<file path="config.mk">
export PLATFORM = sky130hd
export DESIGN_NAME = tnft_ctrl
export DESIGN_NICKNAME = d
export VERILOG_FILES = /design/src/tnft_pkg.sv /design/src/tnft_ctrl.sv
export SDC_FILE = /design/constraint.sdc
export NUM_CORES = 1
export LEC_CHECK = 0
export BUFFER_PORTS_ARGS = -buffer_cell sky130_fd_sc_hd__buf_2
export CORE_AREA = 2 2 39 41
export CTS_CLUSTER_DIAMETER = 60
export DETAILED_ROUTE_END_ITERATION = 8
export DIE_AREA = 0 0 41 43
export SLEW_MARGIN = 20
export SYNTH_ARGS = -nofsm -noshare
export SYNTH_HDL_FRONTEND = slang
export SYNTH_SLANG_ARGS = --single-unit
</file>
<file path="constraint.sdc">
create_clock -name clk_i -period 1.5 [get_ports clk_i]
set_input_delay 0 -clock clk_i [delete_from_list [all_inputs] [get_ports clk_i]]
set_output_delay 0 -clock clk_i [all_outputs]
set_load 0.01 [all_outputs]
</file>
<file path="src/tnft_pkg.sv">
// shared types, status codes and ranking function of the flow tracker
package tnft_pkg;

  localparam logic [2:0] ST_INSERT  = 3'd0;
  localparam logic [2:0] ST_FWD     = 3'd1;
  localparam logic [2:0] ST_REV     = 3'd2;
  localparam logic [2:0] ST_DROP    = 3'd3;
  localparam logic [2:0] ST_ENTRY   = 3'd4;
  localparam logic [2:0] ST_EMPTY   = 3'd5;

  localparam logic OP_ACCOUNT = 1'b0;
  localparam logic OP_DUMP    = 1'b1;

  typedef struct packed {
    logic        fam;
    logic [63:0] src_hi;
    logic [63:0] src_lo;
    logic [63:0] dst_hi;
    logic [63:0] dst_lo;
    logic [31:0] ports;
    logic [7:0]  proto;
    logic [63:0] rx;
    logic [63:0] tx;
    logic [31:0] pkts;
  } entry_t;

  typedef struct packed {
    logic capture;
    logic match;
    logic sort;
    logic parity;
    logic report;
    logic dump;
  } cmd_t;

  typedef struct packed {
    logic is_dump;
    logic dump_last;
  } stat_t;

  // a ranks strictly above b
  function automatic logic ranks_above(logic mode, entry_t a, entry_t b);
    logic [64:0] sa;
    logic [64:0] sb;
    sa = {1'b0, a.rx} + {1'b0, a.tx};
    sb = {1'b0, b.rx} + {1'b0, b.tx};
    if (mode) return a.pkts > b.pkts;
    return sa > sb;
  endfunction

endpackage

</file>
<file path="src/tnft_ctrl.sv">
// sequencer for capture, match, sort phases, report and dump
module tnft_ctrl #(
  parameter int TOP_N = 10
) (
  input  logic            clk_i,
  input  logic            rst_ni,
  input  logic            start_i,
  output logic            busy_o,
  input  tnft_pkg::stat_t stat_i,
  output tnft_pkg::cmd_t  cmd_o
);
  import tnft_pkg::*;

  localparam int SLOTS = TOP_N + 1;
  localparam int PW = $clog2(SLOTS);

  typedef enum logic [2:0] {S_IDLE, S_MATCH, S_SORT, S_REPORT, S_DUMP} state_e;

  state_e        state_q, state_d;
  logic [PW-1:0] phase_q, phase_d;
  logic          busy_q;

  always_comb begin
    state_d = state_q;
    phase_d = phase_q;
    cmd_o   = '0;
    case (state_q)
      S_IDLE: begin
        if (start_i) begin
          cmd_o.capture = 1'b1;
          state_d = S_MATCH;
        end
      end
      S_MATCH: begin
        phase_d = '0;
        if (stat_i.is_dump) begin
          state_d = S_DUMP;
        end else begin
          cmd_o.match = 1'b1;
          state_d = S_SORT;
        end
      end
      S_SORT: begin
        cmd_o.sort   = 1'b1;
        cmd_o.parity = phase_q[0];
        phase_d = phase_q + 1'b1;
        if (phase_q == PW'(SLOTS - 1)) state_d = S_REPORT;
      end
      S_REPORT: begin
        cmd_o.report = 1'b1;
        state_d = S_IDLE;
      end
      S_DUMP: begin
        cmd_o.dump = 1'b1;
        if (stat_i.dump_last) state_d = S_IDLE;
      end
      default: state_d = S_IDLE;
    endcase
  end

  always_ff @(posedge clk_i or negedge rst_ni) begin
    if (!rst_ni) begin
      state_q <= S_IDLE;
      phase_q <= '0;
      busy_q  <= 1'b0;
    end else begin
      state_q <= state_d;
      phase_q <= phase_d;
      busy_q  <= (state_d != S_IDLE);
    end
  end

  assign busy_o = busy_q;

endmodule

</file>
==> metrics.md <==
| Metric | Value |
|---|---|
| Initial Utilization | 0.355 |
| Maximum clock path buffer count | 2 |
| Buffers added on ports | 11 |
| Number of standard cells in the layout, taps in and fillers out | 83 |
| Pwr Total | 0.00103 W |
| Antenna violations before repair | 0 |
| Synth Warn # | 0 |
| Path class of the lowest-slack min-delay path | in -> reg |
| Setup repair after global routing missed its margin | false |
| Transition at the pin with the smallest max-transition slack | 440 ps |
| Via-to-Cell Ratio | 5.12 |
| Power per Cell Area | 1760 nW/µm² |
| Total congestion overflow | 0 |
| Register-to-register setup slack | 230 ps |
| Number of detailed-routing iterations run before antenna repair | 4 |
| Area leader, netlist | sky130_fd_sc_hd__dfrtp_1 |
| Endpoints failing hold | 0 |
| Share of post-route cells with drive strength above 1 | 0.299 |
| CTS tree | yes |
| Synthesized area per cell | 9.11 µm² |
| Number of flops mapped to enable cells by yosys | 0 |
| Met1 layer wirelength in the final routing | 456 µm |
| Drc violations | 0 |
| Clock-pin slew on the worst setup and hold paths | 60 ps |
| Placed Area | 541 µm² |
| Critical path peak fanout | 15 |
| Number of diodes added for antenna fixing | 0 |
| Clock Root Buffer | sky130_fd_sc_hd__clkbuf_4 |
| Worst skew pair latency | 260 ps |
| Highest-count cells in the layout ignoring fill and taps | 11 x sky130_fd_sc_hd__buf_2, 8 x sky130_fd_sc_hd__dfrtp_1, 6 x sky130_fd_sc_hd__nand2_1, 5 x sky130_fd_sc_hd__o21ai_0, 4 x sky130_fd_sc_hd__nor2_1 |
| I/O Pins | 12 |
| Pin count of the biggest net entering global routing | 16 |
| Final worst path period share | 0.901 |
| Number of fill cells in the layout | 141 |
| Number of global-route vias before repair | 410 |
| Outcome | finished clean |
| Max_cap viols | 0 |
| Area used by multi-input combinational logic | 258 µm² |
| CP Data Required Time | 1500 ps |
| Cell types with the largest area share after synthesis | sky130_fd_sc_hd__dfrtp_1 41%, sky130_fd_sc_hd__ha_1 5.1%, sky130_fd_sc_hd__o21ai_0 5.1%, sky130_fd_sc_hd__nand2_1 4.6%, sky130_fd_sc_hd__a21oi_1 3.1% |
| Setup violation total in the final timing report | 0 |
| Proportion of synthesized flip-flops having asynchronous set or reset | 1.00 |
| Nature of the critical path endpoint | output pin |
| Shortest period the worst path allows | 1350 ps |
| Area of the placeable core | 1380 µm² |
| Routed Wire Length | 1030 µm |
| Gate count of the mapped netlist | 54 |
| Clk sink count | 8 |
| Antenna viol nets, final | 0 |
| Wire length of the first global-routing pass | 1720 µm |
| F_max | 740 MHz |
| Crit path DAT | 1350 ps |
| Number of distinct library cells after synthesis | 27 |
| Detailed-routed wire length on met3 | 35 µm |
| Design area | 583 µm² |
| Max-slew violation total from the final report | 0 |
| Portion of the post-synthesis area used by sequential elements | 0.407 |
| Number of placement rows | 14 |
| Setup_tns | 0 ps |
| Sequential cell area | 200 µm² |
| DRC marker count from the first detailed-route iteration | 3 |
| Number of buffers inserted during clock tree synthesis | 3 |
| Total Die Area | 1760 µm² |
| Area grow syn2layout | 18.6% |
| Routed WL per cell | 12.4 µm |
| Tightest slew margin relative to the limit | 0.707 |
| Post-synthesis sequential element count | 8 |
| Static leakage | 0.283 nW |
| Nets@finish | 76 |
| Cells resized by post-CTS repair | 0 |
| Final clock skew | 1.08 ps |
| Total nets after synthesis | 61 |
| Total placed cells including tap cells | 78 |
| Fraction of synthesized cell area taken by the top area cell type | 0.407 |
| Max H-tree Level | 1 |
| Via Count | 425 |
| HPWL after detailed placement | 714 µm |
| Setup slack after placement | 236 ps |
| Worst Slack Setup Final | 149 ps |
| Maximum ir drop on the vdd rail | 0.000825 V |
| Floorplan die width | 41 µm |
| Critical Path Source Type | flop |
| Final weighted congestion of routability-driven global placement | 0.799 |
| Main synth FF type | sky130_fd_sc_hd__dfrtp_1 |
| Most common cell after layout, fill and taps aside | sky130_fd_sc_hd__buf_2 |
| Total routing usage reported by global routing | 0.149 |
| Combined area of all synthesized cells | 492 µm² |
| Classification of the worst setup path | reg -> out |
| Wire length on met2 | 510 µm |
| Height of the die | 43 µm |
| Topmost layer with routed signal wires | met4 |
==> worst max-delay path, stage by stage (launching register included) <==
cell and delay (ps):
sky130_fd_sc_hd__dfrtp_1 610, sky130_fd_sc_hd__nand2b_2 120, sky130_fd_sc_hd__nor3_1 190, sky130_fd_sc_hd__buf_2 170
==> registers in the layout, summed over array words and instances, names as in the netlist <==
name / count
phase_q: 4
state_q: 3
busy_o: 1
==> synthesized netlist by cell type (2+ instances only) <==
cell                      instances
sky130_fd_sc_hd__inv_1            2
sky130_fd_sc_hd__nand2_1          6
sky130_fd_sc_hd__a21oi_1          3
sky130_fd_sc_hd__o21ai_0          5
sky130_fd_sc_hd__ha_1             2
sky130_fd_sc_hd__o21ai_1          2
sky130_fd_sc_hd__nor2_1           4
sky130_fd_sc_hd__buf_4            2
sky130_fd_sc_hd__nor3_1           3
sky130_fd_sc_hd__dfrtp_1          8
==> report_power, final <==
part           internal [W]  switching (W)
registers          0.000295       0.000147
clock network     0.0000920      0.0000802
logic              0.000217       0.000197
total              0.000604       0.000424
==> repair_timing <==
item                       CTS  global route
hold endpoints to repair     9             0
hold buffers                 2             0
setup endpoints to repair    0             0
setup buffers                0             0
==> kinds of logic after synthesis <==
family / synth area share
AND/OR/NAND/NOR: 0.280
multiplexers: 0.0229
flip-flops: 0.407
buffers and inverters: 0.0687
AO/OA/AOI/OAI: 0.170
adder cells (fa/ha/maj): 0.0509
==> worst paths after layout <==
check | startpoint | to | cells past startpoint
setup / recovery | state_q[0] | cmd_o[4] | 3
hold / removal | stat_i[1] | state_q[2] | 3
setup reg to reg | state_q[0] | phase_q[3] | 3
hold reg to reg | phase_q[3] | phase_q[3] | 2
max in group asynchronous | rst_ni | phase_q[1] | 2
min in group asynchronous | rst_ni | phase_q[3] | 2
==> metal layers <==
| metal | vias up | global-route usage |
|---|---|---|
| li1 | 220 | - |
| met4 | 0 | 0.140 |
| met1 | 190 | 0.187 |
| met2 | 11 | 0.209 |
| met5 | - | 0 |
| met3 | 4 | 0.0157 |
==> per-stage QoR <==
step | hold slack, ps | utilization
after detailed placement | -141 | 0.391
after global routing | 94.1 | 0.421
after global placement | -144 | 0.391
final | 19.8 | 0.421
after floorplan | -296 | -
after CTS | 22.6 | 0.421
==> cell type report <==
class	count	share of cell area
Tap cell	16	0.0343
Timing Repair Buffer	13	0.129
Multi-Input combinational cell	41	0.442
Clock buffer	3	0.0386
Inverter	2	0.0129
Sequential cell	8	0.343
Power figures use the tool's default switching activity.
